[config.mk]
export PLATFORM = sky130hd
export DESIGN_NAME = mime_magic_sniffer_unit
export DESIGN_NICKNAME = d
export VERILOG_FILES = /design/src/rtl/mms_pkg.sv /design/src/rtl/mime_magic_sniffer_unit.sv /design/src/rtl/mms_front.sv /design/src/rtl/mms_fifo.sv /design/src/rtl/mms_back.sv
export SDC_FILE = /design/constraint.sdc
export NUM_CORES = 1
export LEC_CHECK = 0
export BUFFER_PORTS_ARGS = -buffer_cell sky130_fd_sc_hd__buf_2
export CAP_MARGIN = 20
export CORE_ASPECT_RATIO = 1.1
export CORE_UTILIZATION = 55
export CTS_CLUSTER_DIAMETER = 30
export CTS_CLUSTER_SIZE = 12
export DETAILED_ROUTE_END_ITERATION = 10
export PLACE_DENSITY = 0.71
export SLEW_MARGIN = 10
export SYNTH_ARGS = -nofsm -noshare
export SYNTH_HDL_FRONTEND = slang
export SYNTH_HIERARCHICAL = 1
export SYNTH_SLANG_ARGS = --single-unit
[constraint.sdc]
create_clock -name i_clk -period 13.3 [get_ports i_clk]
set_input_delay 1.995 -clock i_clk [delete_from_list [all_inputs] [get_ports i_clk]]
set_output_delay 1.995 -clock i_clk [all_outputs]
set_load 0.05 [all_outputs]
[src/rtl/mms_pkg.sv]
// Package: widths, type codes, signatures and shared types of the content sniffer.
package mms_pkg;

    localparam int SNIFF_WINDOW = 512;
    localparam int HEAD_DEPTH   = 15;
    localparam int QUEUE_DEPTH  = 4;

    localparam int CNT_W       = $clog2(SNIFF_WINDOW + 1);
    localparam int HEAD_IDX_W  = $clog2(HEAD_DEPTH);
    localparam int QUEUE_PTR_W = $clog2(QUEUE_DEPTH);
    localparam int QUEUE_CNT_W = $clog2(QUEUE_DEPTH + 1);
    localparam int THR_W       = 7;
    localparam int PROD_W      = CNT_W + THR_W + 1;

    localparam logic [THR_W-1:0] THR_RESET = 7'd95;
    localparam int               FULL_PCT  = 100;

    localparam int LEN_MIN_SIG  = 4;
    localparam int LEN_XML      = 5;
    localparam int LEN_HTML_TAG = 6;
    localparam int LEN_MP4      = 8;
    localparam int LEN_DOCTYPE  = 15;

    localparam logic [31:0] SIG_PNG     = 32'h474E5089;
    localparam logic [15:0] SIG_JPEG    = 16'hD8FF;
    localparam logic [31:0] SIG_GIF     = 32'h38464947;
    localparam logic [31:0] SIG_TIFF_LE = 32'h002A4949;
    localparam logic [31:0] SIG_TIFF_BE = 32'h2A004D4D;
    localparam logic [15:0] SIG_BMP     = 16'h4D42;
    localparam logic [31:0] SIG_ICON    = 32'h00010000;
    localparam logic [31:0] SIG_PDF     = 32'h46445025;
    localparam logic [31:0] SIG_ZIP     = 32'h04034B50;
    localparam logic [31:0] SIG_ZIP_EMP = 32'h06054B50;
    localparam logic [15:0] SIG_GZIP    = 16'h8B1F;
    localparam logic [31:0] SIG_RAR     = 32'h21726152;
    localparam logic [31:0] SIG_OGG     = 32'h5367674F;
    localparam logic [31:0] SIG_FLAC    = 32'h43614C66;
    localparam logic [15:0] SIG_MPEG_A  = 16'hFBFF;
    localparam logic [15:0] SIG_MPEG_B  = 16'hF3FF;

    localparam logic [31:0]  TAG_FTYP    = "ftyp";
    localparam logic [39:0]  TAG_XML     = "<?xml";
    localparam logic [111:0] TAG_DOCTYPE = "<!DOCTYPE html";
    localparam logic [39:0]  TAG_HTML    = "<html";

    typedef enum logic [4:0] {
        MIME_UNKNOWN = 5'd0,
        MIME_PNG     = 5'd1,
        MIME_JPEG    = 5'd2,
        MIME_GIF     = 5'd3,
        MIME_TIFF    = 5'd4,
        MIME_BMP     = 5'd5,
        MIME_ICON    = 5'd6,
        MIME_PDF     = 5'd7,
        MIME_ZIP     = 5'd8,
        MIME_GZIP    = 5'd9,
        MIME_RAR     = 5'd10,
        MIME_OGG     = 5'd11,
        MIME_FLAC    = 5'd12,
        MIME_MPEG    = 5'd13,
        MIME_MP4     = 5'd14,
        MIME_XML     = 5'd15,
        MIME_HTML    = 5'd16,
        MIME_TEXT    = 5'd17
    } t_mime_code;

    typedef struct packed {
        t_mime_code       sig;
        logic             try_text;
        logic [CNT_W-1:0] printable;
        logic [CNT_W-1:0] checked;
    } t_verdict;

endpackage

[src/rtl/mime_magic_sniffer_unit.sv]
// Top level of the content-based file type sniffer.
//
//   channel  dir  handshake                     payload
//   s_axis   in   i_s_axis_tvalid/o_..._tready  tdata[7:0] data_byte, tlast last_byte
//   m_axis   out  o_m_axis_tvalid/i_..._tready  tdata[4:0] mime_code
//   cfg      in   i_cfg_we                      i_cfg_wdata[6:0] text_percent_threshold
//
// One byte beat per cycle; the front end only stalls when the verdict queue is full.
// A final byte's result reaches m_axis through the queue slot and the two back-end stages
// (products, then compare).
// Reset is synchronous: counters, head bytes and queue clear; threshold returns to 95.
// Output stalls back up into the four-entry queue before s_axis tready drops.
module mime_magic_sniffer_unit (
    input  logic                      i_clk,
    input  logic                      i_rst_n,
    input  logic                      i_s_axis_tvalid,
    output logic                      o_s_axis_tready,
    input  logic [7:0]                i_s_axis_tdata,  // [7:0] data_byte
    input  logic                      i_s_axis_tlast,
    output logic                      o_m_axis_tvalid,
    input  logic                      i_m_axis_tready,
    output logic [7:0]                o_m_axis_tdata,  // [4:0] mime_code, [7:5] zero
    input  logic                      i_cfg_we,
    input  logic [mms_pkg::THR_W-1:0] i_cfg_wdata
);
    import mms_pkg::*;

    logic       space, push, q_valid, pop;
    t_verdict   front_rec, q_rec;
    t_mime_code code;

    mms_front u_front (
        .i_clk   (i_clk),
        .i_rst_n (i_rst_n),
        .i_valid (i_s_axis_tvalid),
        .i_data  (i_s_axis_tdata),
        .i_last  (i_s_axis_tlast),
        .o_ready (o_s_axis_tready),
        .i_space (space),
        .o_push  (push),
        .o_rec   (front_rec)
    );

    mms_fifo u_fifo (
        .i_clk   (i_clk),
        .i_rst_n (i_rst_n),
        .i_push  (push),
        .i_rec   (front_rec),
        .o_space (space),
        .o_valid (q_valid),
        .o_rec   (q_rec),
        .i_pop   (pop)
    );

    mms_back u_back (
        .i_clk       (i_clk),
        .i_rst_n     (i_rst_n),
        .i_cfg_we    (i_cfg_we),
        .i_cfg_wdata (i_cfg_wdata),
        .i_q_valid   (q_valid),
        .i_q_rec     (q_rec),
        .o_pop       (pop),
        .o_valid     (o_m_axis_tvalid),
        .o_code      (code),
        .i_ready     (i_m_axis_tready)
    );

    assign o_m_axis_tdata = {3'b000, code};

endmodule

[src/rtl/mms_front.sv]
// Front end: take byte beats, keep the file head and counters, classify signatures at end of file.
module mms_front (
    input  logic              i_clk,
    input  logic              i_rst_n,
    input  logic              i_valid,
    input  logic [7:0]        i_data,
    input  logic              i_last,
    output logic              o_ready,
    input  logic              i_space,
    output logic              o_push,
    output mms_pkg::t_verdict o_rec
);
    import mms_pkg::*;

    logic [7:0]       r_head [HEAD_DEPTH];
    logic [7:0]       n_head [HEAD_DEPTH];
    logic [CNT_W-1:0] r_count, n_count;
    logic [CNT_W-1:0] r_print, n_print;
    logic             accept;
    logic             is_print;
    logic [31:0]      w32;
    logic [15:0]      w16;
    t_mime_code       sig;
    logic             try_text;

    assign o_ready = i_space;
    assign accept  = i_valid && o_ready;
    assign o_push  = accept && i_last;

    always_comb begin
        is_print = i_data inside {[8'd32:8'd126], 8'd9, 8'd10, 8'd13};
        n_head   = r_head;
        n_count  = r_count;
        n_print  = r_print;
        if (r_count < CNT_W'(SNIFF_WINDOW)) begin
            if (r_count < CNT_W'(HEAD_DEPTH)) begin
                n_head[r_count[HEAD_IDX_W-1:0]] = i_data;
            end
            if (is_print) begin
                n_print = r_print + 1'b1;
            end
            n_count = r_count + 1'b1;
        end
    end

    always_comb begin
        w32      = {n_head[3], n_head[2], n_head[1], n_head[0]};
        w16      = w32[15:0];
        sig      = MIME_UNKNOWN;
        try_text = 1'b0;
        if (n_count < CNT_W'(LEN_MIN_SIG)) begin
            sig = MIME_UNKNOWN;
        end else if (w32 == SIG_PNG) begin
            sig = MIME_PNG;
        end else if (w16 == SIG_JPEG) begin
            sig = MIME_JPEG;
        end else if (w32 == SIG_GIF) begin
            sig = MIME_GIF;
        end else if (w32 == SIG_TIFF_LE || w32 == SIG_TIFF_BE) begin
            sig = MIME_TIFF;
        end else if (w16 == SIG_BMP) begin
            sig = MIME_BMP;
        end else if (w32 == SIG_ICON) begin
            sig = MIME_ICON;
        end else if (w32 == SIG_PDF) begin
            sig = MIME_PDF;
        end else if (w32 == SIG_ZIP || w32 == SIG_ZIP_EMP) begin
            sig = MIME_ZIP;
        end else if (w16 == SIG_GZIP) begin
            sig = MIME_GZIP;
        end else if (w32 == SIG_RAR) begin
            sig = MIME_RAR;
        end else if (w32 == SIG_OGG) begin
            sig = MIME_OGG;
        end else if (w32 == SIG_FLAC) begin
            sig = MIME_FLAC;
        end else if (w16 == SIG_MPEG_A || w16 == SIG_MPEG_B) begin
            sig = MIME_MPEG;
        end else if (n_count >= CNT_W'(LEN_MP4)
                     && {n_head[4], n_head[5], n_head[6], n_head[7]} == TAG_FTYP) begin
            sig = MIME_MP4;
        end else if (n_count >= CNT_W'(LEN_XML)
                     && {n_head[0], n_head[1], n_head[2], n_head[3], n_head[4]} == TAG_XML) begin
            sig = MIME_XML;
        end else if (n_count >= CNT_W'(LEN_DOCTYPE)
                     && {n_head[0], n_head[1], n_head[2], n_head[3], n_head[4], n_head[5],
                         n_head[6], n_head[7], n_head[8], n_head[9], n_head[10], n_head[11],
                         n_head[12], n_head[13]} == TAG_DOCTYPE) begin
            sig = MIME_HTML;
        end else if (n_count >= CNT_W'(LEN_HTML_TAG)
                     && {n_head[0], n_head[1], n_head[2], n_head[3], n_head[4]} == TAG_HTML) begin
            sig = MIME_HTML;
        end else begin
            try_text = 1'b1;
        end
        o_rec.sig       = sig;
        o_rec.try_text  = try_text;
        o_rec.printable = n_print;
        o_rec.checked   = n_count;
    end

    always_ff @(posedge i_clk) begin
        if (!i_rst_n) begin
            r_count <= '0;
            r_print <= '0;
            for (int i = 0; i < HEAD_DEPTH; i++) begin
                r_head[i] <= '0;
            end
        end else if (accept) begin
            if (i_last) begin
                r_count <= '0;
                r_print <= '0;
                for (int i = 0; i < HEAD_DEPTH; i++) begin
                    r_head[i] <= '0;
                end
            end else begin
                r_count <= n_count;
                r_print <= n_print;
                r_head  <= n_head;
            end
        end
    end

`ifndef SYNTH
    a_count_window: assert property (@(posedge i_clk) disable iff (!i_rst_n)
        r_count <= CNT_W'(SNIFF_WINDOW))
        else $error("byte count beyond window");
    a_print_le_count: assert property (@(posedge i_clk) disable iff (!i_rst_n)
        r_print <= r_count)
        else $error("printable count exceeds byte count");
    a_clear_on_last: assert property (@(posedge i_clk) disable iff (!i_rst_n)
        o_push |=> (r_count == '0 && r_print == '0))
        else $error("counters not cleared after final beat");
    a_count_step: assert property (@(posedge i_clk) disable iff (!i_rst_n)
        (accept && !i_last && r_count < CNT_W'(SNIFF_WINDOW))
        |=> r_count == $past(r_count) + 1'b1)
        else $error("byte count did not advance");
`endif

endmodule

[src/rtl/mms_fifo.sv]
// Short queue of per-file verdict records between front and back end.
module mms_fifo (
    input  logic              i_clk,
    input  logic              i_rst_n,
    input  logic              i_push,
    input  mms_pkg::t_verdict i_rec,
    output logic              o_space,
    output logic              o_valid,
    output mms_pkg::t_verdict o_rec,
    input  logic              i_pop
);
    import mms_pkg::*;

    t_verdict               r_mem [QUEUE_DEPTH];
    logic [QUEUE_PTR_W-1:0] r_wr_ptr, r_rd_ptr;
    logic [QUEUE_CNT_W-1:0] r_fill;
    logic                   do_push, do_pop;

    assign o_space = r_fill != QUEUE_CNT_W'(QUEUE_DEPTH);
    assign o_valid = r_fill != '0;
    assign o_rec   = r_mem[r_rd_ptr];
    assign do_push = i_push && o_space;
    assign do_pop  = i_pop && o_valid;

    always_ff @(posedge i_clk) begin
        if (!i_rst_n) begin
            r_wr_ptr <= '0;
            r_rd_ptr <= '0;
            r_fill   <= '0;
        end else begin
            if (do_push) begin
                r_wr_ptr <= (r_wr_ptr == QUEUE_PTR_W'(QUEUE_DEPTH - 1)) ? '0 : r_wr_ptr + 1'b1;
            end
            if (do_pop) begin
                r_rd_ptr <= (r_rd_ptr == QUEUE_PTR_W'(QUEUE_DEPTH - 1)) ? '0 : r_rd_ptr + 1'b1;
            end
            if (do_push && !do_pop) begin
                r_fill <= r_fill + 1'b1;
            end else if (do_pop && !do_push) begin
                r_fill <= r_fill - 1'b1;
            end
        end
    end

    always_ff @(posedge i_clk) begin
        if (do_push) begin
            r_mem[r_wr_ptr] <= i_rec;
        end
    end

endmodule

[src/rtl/mms_back.sv]
// Back end: threshold register, text percentage test and output register.
module mms_back (
    input  logic                      i_clk,
    input  logic                      i_rst_n,
    input  logic                      i_cfg_we,
    input  logic [mms_pkg::THR_W-1:0] i_cfg_wdata,
    input  logic                      i_q_valid,
    input  mms_pkg::t_verdict         i_q_rec,
    output logic                      o_pop,
    output logic                      o_valid,
    output mms_pkg::t_mime_code       o_code,
    input  logic                      i_ready
);
    import mms_pkg::*;

    logic [THR_W-1:0]  r_thresh;
    logic              r_a_valid, r_b_valid;
    t_mime_code        r_a_sig;
    logic              r_a_try;
    logic [PROD_W-1:0] r_lhs, r_rhs;
    logic [PROD_W-1:0] n_lhs, n_rhs;
    logic [THR_W:0]    thr_p1;
    t_mime_code        r_code, n_code;
    logic              a_ready, b_ready;

    assign b_ready = !r_b_valid || i_ready;
    assign a_ready = !r_a_valid || b_ready;
    assign o_pop   = i_q_valid && a_ready;
    assign o_valid = r_b_valid;
    assign o_code  = r_code;

    always_comb begin
        thr_p1 = {1'b0, r_thresh} + 1'b1;
        n_lhs  = PROD_W'(i_q_rec.printable) * PROD_W'(FULL_PCT);
        n_rhs  = PROD_W'(thr_p1) * PROD_W'(i_q_rec.checked);
        n_code = (r_a_try && r_lhs >= r_rhs) ? MIME_TEXT : r_a_sig;
    end

    always_ff @(posedge i_clk) begin
        if (!i_rst_n) begin
            r_thresh  <= THR_RESET;
            r_a_valid <= 1'b0;
            r_b_valid <= 1'b0;
        end else begin
            if (i_cfg_we) begin
                r_thresh <= i_cfg_wdata;
            end
            if (a_ready) begin
                r_a_valid <= i_q_valid;
            end
            if (b_ready) begin
                r_b_valid <= r_a_valid;
            end
        end
    end

    always_ff @(posedge i_clk) begin
        if (o_pop) begin
            r_a_sig <= i_q_rec.sig;
            r_a_try <= i_q_rec.try_text;
            r_lhs   <= n_lhs;
            r_rhs   <= n_rhs;
        end
        if (b_ready && r_a_valid) begin
            r_code <= n_code;
        end
    end

endmodule
# Yosys cells after proc, flatten, opt, wreduce, memory -nomap -nowiden
# Memories as Yosys holds them, arrays and structs flattened. A register that Yosys moved wholly into a read port is not among the register bits.
# Index checks and enable logic that the tools add are counted.
# op_classes
add_sub_neg	7
mul	2
div	0
n_lt_le_gt_ge	12
n_eq_ne	26
shift	0
mux	55
bitwise_logic	1
reduce_logical	30
# op_table
cell	count
120-bit 2-to-1 mux	3
32-bit by 31-bit equality test with 1-bit output (second input constant)	5
120-bit bitwise mux	1
112-bit by 110-bit equality test with 1-bit output (second input constant)	1
32-bit by 30-bit equality test with 1-bit output (second input constant)	3
5-bit 2-to-1 mux	18
40-bit by 38-bit equality test with 1-bit output (second input constant)	2
16-bit equality test (second input constant)	4
32-bit by 27-bit equality test with 1-bit output (second input constant)	2
10-bit 2-to-1 mux	5
8-bit demux with 4-bit select	1
32-bit by 17-bit equality test with 1-bit output (second input constant)	1
32-bit by 22-bit equality test with 1-bit output (second input constant)	1
8-bit by 4-bit equality test with 1-bit output (second input constant)	3
10-bit by 1-bit adder with 10-bit output (second input constant)	2
10-bit by 3-bit greater-or-equal comparator with 1-bit output (second input constant)	2
10-bit by 4-bit greater-or-equal comparator with 1-bit output (second input constant)	2
1-bit 2-to-1 mux	20
17-bit by 18-bit greater-or-equal comparator with 1-bit output	1
8-bit by 10-bit multiplier with 18-bit output	1
16-bit by 15-bit equality test with 1-bit output (second input constant)	1
1-bit logical AND	15
10-bit by 5-bit multiplier with 15-bit output (second input constant)	1
10-bit less-than comparator (second input constant)	1
22 further kinds	37
# totals
ff_bits	200
latchBits	0
ram_bits	104
rom_bits	0
inputBits	21
out_inout_bits	10
mem_count	1
# mem_list
name	depth	width	read_ports	rd_ports_with_merged_regs	wr	line_no	rtl
u_fifo.r_mem	4	26	1	1	1	mms_fifo.sv:14	t_verdict r_mem [QUEUE_DEPTH];

# Logic depth before layout (Yosys ltp)
# Gate-level depths: netlist (run 1).
# depth
word_depth	28
depth_mapped	18
depth_no_buf	18

# Cells and area by module
# The synthesis (run 1) kept the hierarchy.
# modules_own_cells
module	instances	cells_per_inst	area_each_um2
mms_front	1	1064	8623.3
mms_back	1	563	5690.5
mms_fifo	1	187	4232.8
mime_magic_sniffer_unit	1	4	26.3

# Least setup slack after synthesis (run 1)
# OpenSTA, ideal clock, no wires.
# synth_path
kind	input -> register
startpoint	input port i_m_axis_tready
endpoint	register u_fifo.r_fill[2]
setup_ns	0.070
t_arrival_ns	6.833
t_required_ns	13.230
slack_ns	6.397
path_stages	9
n_path_buf	0
path_cell_list	nor2b_1 -> a21boi_0 -> o31ai_1 -> ha_1 -> inv_1 -> fa_1 -> xor2_1 -> or3_2 -> a21boi_1
# synth_via
elab_chain_cells	7
elab_cells_between_ends	9
classes_between	mux (1); reduce/logical (8)
# synth_lines
item	line_no	rtl
start, declared	mime_magic_sniffer_unit.sv:21	input logic i_m_axis_tready,
1-bit logical OR (*)	mms_back.sv:26	assign b_ready = !r_b_valid || i_ready;
1-bit logical OR (*)	mms_back.sv:27	assign a_ready = !r_a_valid || b_ready;
1-bit logical AND (*)	mms_back.sv:28	assign o_pop = i_q_valid && a_ready;
named net pop	mime_magic_sniffer_unit.sv:28	logic space, push, q_valid, pop;
1-bit logical AND (*)	mms_fifo.sv:23	assign do_pop = i_pop && o_valid;
1-bit zero test	mms_fifo.sv:37	if (do_push && !do_pop) begin
1-bit logical AND	mms_fifo.sv:37	
3-bit 2-to-1 mux / 2-bit nonzero test (equally long branches)	n/a	
end signal, assigned	mms_fifo.sv:38	r_fill <= r_fill + 1'b1;
end signal, assigned	mms_fifo.sv:40	r_fill <= r_fill - 1'b1;
end, declared	mms_fifo.sv:16	logic [QUEUE_CNT_W-1:0] r_fill;
# The timed path passes the listed nets; every way through them passes the cells marked *.
# A chain may end at the register's enable or synchronous reset.

# Worst setup path in the final report (run 1)
# layout_path
startpoint	register u_back.r_thresh[0]
endpoint	register u_back.r_rhs[13] (data pin)
# layout_via
elab_chain_cells	2
# layout_lines
item	line_no	rtl
start, declared	mms_back.sv:16	logic [THR_W-1:0] r_thresh;
start signal, assigned	mms_back.sv:46	r_thresh <= i_cfg_wdata;
7-bit by 1-bit adder with 8-bit output	mms_back.sv:33	thr_p1 = {1'b0, r_thresh} + 1'b1;
8-bit by 10-bit multiplier with 18-bit output	mms_back.sv:35	n_rhs = PROD_W'(thr_p1) * PROD_W'(i_q_rec.checked);
named net u_back.n_rhs[13]	mms_back.sv:21	logic [PROD_W-1:0] n_lhs, n_rhs;
end signal, assigned	mms_back.sv:62	r_rhs <= n_rhs;
end, declared	mms_back.sv:20	logic [PROD_W-1:0] r_lhs, r_rhs;
# The timed path passes the listed nets, and every way through them passes these cells.

==> run metrics, run 1 <==
post-detailed-routing wire length=48380 µm; Rows=70; CP Launch Type=register; Root Driver=clkbuf_16; final clock skew=29.32 ps; PostCTS Resize Cnt=0; CP Capture Type=register; I/O pins=31; switching share of power=a little over a third; post-synth cell types=90; vias in the first global route=approximately 14000; DR pass1 iterations=5; synthesized cell area=0.01857 mm²; Internal Power=roughly 3 mW; Post-synth EDFFs=148; sequential share of power=26.8%; P_leak=8.119 nW; Clk pin slew, worst setup/hold paths=50 ps; Clock Path Buffers=3; Area Growth Syn to Fin=13.18%; First DRT Iteration DRCs=1167; largest net degree at the start of global routing=92; cell taking the most area after synthesis=edfxtp_1; synthesized flop and latch total=298; met3 Use GR=4.362%; Logic pwr share=approximately two fifths; Synth Instances=1818; area of the die=0.03451 mm²; CORE AREA=0.03328 mm²; Commonest cells post-synth=188 x nor2b_1, 150 x dfxtp_1, 148 x edfxtp_1; P per Cell Area=220.6 mW/mm²; routed length per placed instance=21.00 µm; family with the most delay on the worst path=adder cells; # H-tree levels=2; Max Cap Viol=0; GR Util All Layers=around 28%; final setup fails=0; headroom to the max-slew limit=23.51%; Psw=roughly 1.7 mW; Top Usage Layer GRT=met2; Clock Latency Late Sink=590 ps; critical path class=reg2reg; ys async rst share=0%; Initial Util=55.80%; Cell Chain, Critical Path=ha_1 > nand3_1 > xnor2_1 > and2_1 > fa_1 > fa_1 > fa_1 > inv_1 > fa_1 > inv_1 > ha_1 > a21oi_1 > o21a_1 > inv_1 > or4_1 > nand3_1; Final Hold Viols=0; Worst VDD drop=158.2 µV; CTS Sinks=298; Avg Cell Area, Syn=roughly 10 µm²; CP required=about 14000 ps; TritonCTS clock tree=done; fraction of layout instances using a drive strength above 1=12.02%; # nets final=1998; register-to-register setup slack=7570 ps; crit share post-route=43.10%; RSZ-0062 raised after global routing=no; postcts setup bufs=0; Post-Place Setup Slack=7676 ps; clock share of power=32.8%; CP max stage delay=690 ps; setup TNS=0 ps; Die H=194.7 µm; met2 Use GR=48.41%; hold_buf cts=0; pin slew with the least headroom to its limit=1143 ps; Detailed Place HPWL=34360 µm; Avg Vias per Cell=slightly above 6; maximum clock rate=0.1745 GHz; sequential share of the synthesized area=40.10%; Crit Path Max Fanout=15; Synth warnings=6; I/O Buffers=27; Slowest-stage cell, CP=dfxtp_1; Critical Path AT=6160 ps; most frequent cell after synthesis=nor2b_1; Period minus WS final=~5700 ps; Worst Hold Class=reg2reg; Post-DRT Antenna Nets=0; ANT cells=0; DRC Markers=0; vias=14096; Crit path top cell by count=fa_1; TritonCTS Buffers=57; antenna violations before repair=0; RD Place Congestion=0.9962; Pins Over Slew Limit=0; run status=finished clean; global-route wire length before repair=approximately 76000 µm; top post-synthesis cells by area=edfxtp_1 24%, dfxtp_1 16%, ha_1 6.7%, nor2b_1 6.3%, fa_1 5.8%; dominant synthesized flop cell=dfxtp_1; chip width=177.2 µm; PnR worst setup slack=7568 ps; share of the synthesized area in the top cell type=23.93%; WP buf/inv=3; grt met1 use=34.54%; grt total ovfl=0
power by group through the flow:
stage / Sequential, mW / Combinational (mW) / Clock [mW]
CTS: 1.25 / 1.88 / 1.54
floorplan: 1.25 / 1.45 / 0
finish: 1.24 / 1.87 / 1.52
detailed placement: 1.26 / 1.84 / 0
global placement: 1.26 / 1.78 / 0
global route: 1.26 / 2.12 / 1.59
layer usage:
layer	part of all wire (%)	vias up
met5	0	-
met4	4.6	0
met3	5.0	136
met2	50	449
met1	40	6891
li1	-	6620
cell type report:
cell class                      count  area (µm²)
Sequential cell                   298        7448
Timing Repair Buffer               40       231.5
Fill cell                        2666       12260
Clock buffer                       60        1469
Tap cell                          432       540.5
Clock inverter                     47       605.6
Multi-Input combinational cell   1305       10270
Inverter                          122       457.9
worst reg2reg max path, cell delays in order (launching register included):
cell	delay, ps
dfxtp_1	690
ha_1	300
nand3_1	110
xnor2_1	690
and2_1	260
fa_1	430
fa_1	470
fa_1	540
inv_1	50
fa_1	470
inv_1	40
ha_1	350
a21oi_1	270
o21a_1	280
inv_1	90
or4_1	470
nand3_1	90
metrics by stage:
step	std cells	util, %	total power [mW]	hold slack (ps)	instance area [µm²]
finish	2304	63.16	4.637	508.3	21020
global placement	2196	56.92	3.044	482.6	18940
detailed placement	2197	56.93	3.104	500.3	18950
global route	2304	63.16	4.959	538.6	21020
floorplan	1820	-	2.707	467.7	18580
CTS	2304	63.16	4.665	508.7	21020
flip-flops by register name, indices dropped and copies added, names as in the netlist, named ones only:
signal,count
u_fifo/r_mem,104
u_fifo/r_fill,3
u_fifo/r_rd_ptr,2
u_back/r_a_valid,1
u_back/r_a_try,1
u_front/r_count,10
u_back/o_valid,1
u_back/r_a_sig,5
u_back/o_code,5
u_front/r_head,112
u_fifo/r_wr_ptr,2
u_front/r_print,10
u_back/r_rhs,18
u_back/r_thresh,7
u_back/r_lhs,15
path summary, 6_finish.rpt:
| check | depth (start not counted) | startpoint | to |
|---|---|---|---|
| worst max register to register | 16 | u_back/r_thresh[0] | u_back/r_rhs[13] |
| worst min-delay path | 2 | u_fifo/r_fill[2] | u_fifo/r_fill[2] |
| worst max-delay path | 16 | u_back/r_thresh[0] | u_back/r_rhs[13] |
| worst min register to register | 2 | u_fifo/r_fill[2] | u_fifo/r_fill[2] |
cells by family after synthesis:
kind of cell | count (synthesis) | synth area share (%)
adder cells (fa/ha/maj) | 153 | 12.49
AO/OA/AOI/OAI | 316 | 11.84
multiplexers | 101 | 7.276
other | 1 | 0.02019
XOR/XNOR | 44 | 2.075
flip-flops | 298 | 40.10
AND/OR/NAND/NOR | 688 | 21.42
buffers and inverters | 217 | 4.783
placed cells by master (no fill, tap or decap), drive strengths merged, types with 40 or more instances in the layout:
master and n:
o21ai 53, nand2 107, mux2i 63, fa 54, a22oi 130, inv 137, nand3 43, and2 46
edfxtp 148, nor2b 189, clkbuf 60, buf 40, nor2 86, ha 99, dfxtp 150
Power figures use the tool's default switching activity.
==> run 2, diff against run 1 <==
Clock period 13.3 ns to 5.3 ns, I/O delays scaled along.
==> run 2 against run 1 <==
Hold slack worse by 88 ps; first-iteration DRC count is 3.0% lower; global-route usage is 0.95 points higher; worst setup slack got worse by 7300 ps; clock power is 150% higher; clock skew is 15 ps lower; register-to-register slack lost 7300 ps; flip-flop and latch count unchanged; critical path depth decreased by 2; utilization increased by 0.51 points; largest cell class unchanged.
==> run metrics, run 2 (synthesis gave the netlist of run 1 again) <==
total placed cells including tap cells=2218; Final Hold Viols=0; area of the die=about 0.035 mm²; I/O pins=31; Rows=70; most frequent cells in the layout=184 x nor2b_1, 149 x dfxtp_1, 148 x edfxtp_1; Top Usage Layer GRT=met2; CORE AREA=0.03328 mm²; fraction of layout instances using a drive strength above 1=between 10% and 20%; First DRT Iteration DRCs=1132; sequential share of power=26.6%; Logic pwr share=between 40% and 50%; ANT cells=0; Avg Vias per Cell=6.077; I/O Buffers=27; hold_buf cts=0; CP required=5750 ps; Final Cell Area=0.02119 mm²; Initial Util=roughly 56%; post-detailed-routing wire length=49540 µm; Internal Power=7.302 mW; met2 Use GR=between 50% and 60%; crit share post-route=94.96%; Root Driver=clkbuf_16; CP Launch Type=register; vias=between 10000 and 15000; setup TNS=0 ps; Clock Path Buffers=3; run status=finished clean; Largest register FFs=roughly 110; Period minus WS final=5033 ps; Finished Core Util=63.67%; clock share of power=32.1%; Placement Cell Area=~0.019 mm²; Clock Latency Late Sink=600 ps; Biggest register=u_front/r_head; Pins Over Slew Limit=0; DR pass1 iterations=5; grt total ovfl=0; Clk pin slew, worst setup/hold paths=50 ps; antenna violations before repair=0; Overall Power=11.63 mW; pin slew with the least headroom to its limit=1184 ps; Critical Path AT=5490 ps; P_leak=about 8.2 nW; Crit Path Max Fanout=9; PnR worst setup slack=267.0 ps; grt met1 use=34.60%; Detailed Place HPWL=around 35000 µm; # H-tree levels=2; fill cell count=2744; Worst Hold Class=in2reg; global-route wire length before repair=78170 µm; critical path class=reg2reg; Die H=194.7 µm; TritonCTS clock tree=done; maximum clock rate=approximately 0.20 GHz; TritonCTS Buffers=58; hold slack=419.9 ps; RD Place Congestion=~1; DRC Markers=0; P per Cell Area=549.0 mW/mm²; commonest non-fill, non-tap cell in the layout=nor2b_1; CP Capture Type=register; final setup fails=0; Post-Place Setup Slack=99.54 ps; vias in the first global route=between 10000 and 15000; routed length per placed instance=around 21 µm; registers with the most flip-flops=u_front/r_head: 112 flops, u_fifo/r_mem: 104 flops, u_back/r_rhs: 18 flops; largest net degree at the start of global routing=88; # nets final=2021; Post-Layout Cell Count=between 2000 and 2500; final clock skew=13.91 ps; postcts setup bufs=0; Max Cap Viol=0; Area Growth Syn to Fin=14.10%; Post-DRT Antenna Nets=0; switching share of power=37.23%; met3 Use GR=4.499%; chip width=177.2 µm; CTS Sinks=298; headroom to the max-slew limit=21.00%; GR Util All Layers=between 20% and 30%; RSZ-0062 raised after global routing=no; PostCTS Resize Cnt=0; Worst VDD drop=445.4 µV; Psw=around 4.3 mW
[run 2: worst paths after layout]
| kind | startpoint | end | slack, ps | depth (start not counted) |
|---|---|---|---|---|
| worst min register to register | u_fifo/r_wr_ptr[1] | u_fifo/r_wr_ptr[1] | 510 | 2 |
| worst max-delay path | register | u_back/r_rhs[13] | 270 | 14 |
| worst max register to register | register | u_back/r_rhs[13] | 270 | 14 |
| worst min-delay path | i_cfg_wdata[3] | u_back/r_thresh[3] | 420 | 3 |
[run 2: critical path, stage by stage (launching register included)]
cell	delay, ps
dfxtp_4	450
mux4_2	620
and2_1	190
fa_1	510
fa_1	520
fa_1	540
inv_1	50
fa_1	470
inv_1	40
ha_1	360
a21oi_1	230
o21a_1	260
inv_1	80
or4_1	470
nand3_1	100
[run 2: layer usage]
metal / wire, µm / share of wire (%) / up-vias
met5: 0 / 0 / -
met4: 2340 / 4.7 / 0
met3: 2330 / 4.7 / 153
met2: 25020 / 51 / 419
met1: 19850 / 40 / 6926
li1: - / - / 6655
[run 2: cell type report]
type | instances | area, µm² | area share [%]
multi-input cells | 1305 | 10290 | 48.56
flip-flops and latches | 298 | 7451 | 35.16
clock buffers | 68 | 1592 | 7.510
well taps | 432 | 540.5 | 2.551
clock inverters | 42 | 462.9 | 2.185
inverters | 122 | 457.9 | 2.161
repair buffers | 62 | 397.9 | 1.878
[run 2: power by group through the flow]
stage	logic (mW)	clock network, mW	registers, mW
after CTS	4.82	3.80	3.10
after global routing	5.45	3.90	3.12
after floorplan	3.65	0	3.14
after detailed placement	4.74	0	3.14
after global placement	4.56	0	3.13
final	4.81	3.73	3.09
==> run 3, diff against run 2 <==
==> constraint.sdc (replaced) <==
create_clock -name i_clk -period 5.3 [get_ports i_clk]
set_input_delay 0.265 -clock i_clk [delete_from_list [all_inputs] [get_ports i_clk]]
set_output_delay 0.265 -clock i_clk [all_outputs]
set_load 0.05 [all_outputs]
==> run 3 against run 2 <==
Clock power decreased by 2%; register-to-register slack got worse by 30 ps; wire length decreased by 1.9%; flip-flop and latch count unchanged; highest routed layer unchanged; clock skew increased by 10 ps.
==> run metrics, run 3 (synthesis gave the netlist of run 1 again) <==
run status=finished clean; Biggest register=u_front/r_head; P_leak=8.217 nW; Crit Path Max Fanout=9; First DRT Iteration DRCs=1042; Root Driver=clkbuf_16; antenna violations before repair=0; Crit path top cell by count=fa_1; hold slack=94.19 ps; registers with the most flip-flops=u_front/r_head: 112 flops, u_fifo/r_mem: 104 flops, u_back/r_rhs: 18 flops; ANT cells=0; grt total ovfl=0; CP Launch Type=register; Clk pin slew, worst setup/hold paths=50 ps; Detailed Place HPWL=35190 µm; global-route wire length before repair=75670 µm; CTS Sinks=298; Reg2Reg Depth=14; P per Cell Area=543.0 mW/mm²; DRC Markers=0; register-to-register setup slack=between 200 and 250 ps; Rows=70; RSZ-0062 raised after global routing=no; vias in the first global route=14097; Worst path depth=14; Overall Power=11.49 mW; Worst VDD drop=496.4 µV; FF+latch area=0.007448 mm²; vias=14076; postcts setup bufs=0; area of the die=0.03451 mm²; commonest non-fill, non-tap cell in the layout=nor2b_1; TritonCTS clock tree=done; # H-tree levels=2; pin slew with the least headroom to its limit=1164 ps; fraction of layout instances using a drive strength above 1=12.72%; Die H=194.7 µm; CP max stage delay=630 ps; setup TNS=0 ps; RD Place Congestion=1.002; I/O Buffers=27; Area Growth Syn to Fin=13.97%; I/O pins=31; Post-DRT Antenna Nets=0; headroom to the max-slew limit=22.29%; TritonCTS Buffers=55; most frequent cells in the layout=184 x nor2b_1, 149 x dfxtp_1, 148 x edfxtp_1; maximum clock rate=between 0.15 and 0.2 GHz; routed length per placed instance=20.88 µm; Initial Util=55.80%; critical path class=reg2reg; family with the most delay on the worst path=adder cells; Pins Over Slew Limit=0; Final Hold Viols=0; chip width=177.2 µm; Worst Hold Class=in2reg; Cell Chain, Critical Path=mux4_2 > and2_1 > fa_1 > fa_1 > fa_1 > inv_1 > fa_1 > inv_1 > ha_1 > a21oi_1 > o21a_1 > inv_1 > or4_1 > nand3_1; Period minus WS final=5059 ps; final clock skew=24.40 ps; Critical Path AT=5480 ps; post-detailed-routing wire length=48580 µm; final setup fails=0; Clock Latency Late Sink=580 ps; multi-input logic area=approximately 0.01 mm²; hold depth=3; CP required=5720 ps; fill cell count=about 2700; Max Cap Viol=0; crit share post-route=95.46%; Largest register FFs=112; Slowest-stage cell, CP=mux4_2; WP buf/inv=3; DR pass1 iterations=6; Clock Path Buffers=3; CORE AREA=about 0.033 mm²; # nets final=2022; Avg Vias per Cell=6.049; GR Util All Layers=28.22%; CP Capture Type=register; largest net degree at the start of global routing=between 90 and 100
[run 3: per-stage QoR]
stage	std cells	util, %	setup slack [ps]	instance area [µm²]
2_1_floorplan	1820	-	297.2	18580
3_3_place_gp	2216	57.38	300.5	19100
3_5_place_dp	2216	57.38	125.6	19100
4_1_cts	2327	63.55	102.2	21150
5_1_grt	2327	63.60	28.15	21170
6_report	2327	63.60	240.6	21170
[run 3: what timing repair did]
| action | in CTS | in global routing |
|---|---|---|
| endpoints found under the setup margin | 0 | 8 |
| hold buffers | 7 | 0 |
| hold endpoints to repair | 7 | 0 |
| gates resized for setup | 0 | 1 |
[run 3: metal layers]
| metal | GRT usage (%) | share of wire [%] |
|---|---|---|
| met3 | 3.912 | 4.8 |
| met2 | 49.02 | 50 |
| met1 | 33.11 | 40 |
| met5 | 0 | 0 |
| met4 | 16.09 | 5.4 |
[run 3: path summary, 6_finish.rpt]
kind / from / to
worst max-delay path: register / u_back/r_rhs[13]
worst min register to register: u_back/r_a_sig[0] / u_back/o_code[0]
worst min-delay path: i_cfg_we / u_back/r_thresh[3]
worst max register to register: register / u_back/r_rhs[13]
[run 3: area by class of cell]
| class | count | area share [%] |
|---|---|---|
| multi-input cells | 1305 | 48.60 |
| flip-flops and latches | 298 | 35.19 |
| clock buffers | 70 | 7.200 |
| well taps | 432 | 2.554 |
| clock inverters | 34 | 2.181 |
| inverters | 122 | 2.163 |
| repair buffers | 66 | 2.116 |
[run 3: where the power goes]
part / internal, mW / leakage [nW] / switching [mW]
sequential: 2.96 / 2.61 / 0.135
clock: 2.44 / 0.960 / 1.20
combinational: 1.94 / 4.64 / 2.82
total: 7.34 / 8.22 / 4.15
[run 3: worst register-to-register path, stage by stage (launching register included)]
cell and delay, ps:
dfxtp_2 490, mux4_2 630, and2_1 190, fa_1 500
fa_1 520, fa_1 550, inv_1 50, fa_1 470
inv_1 40, ha_1 350, a21oi_1 230, o21a_1 260
inv_1 80, or4_1 470, nand3_1 90
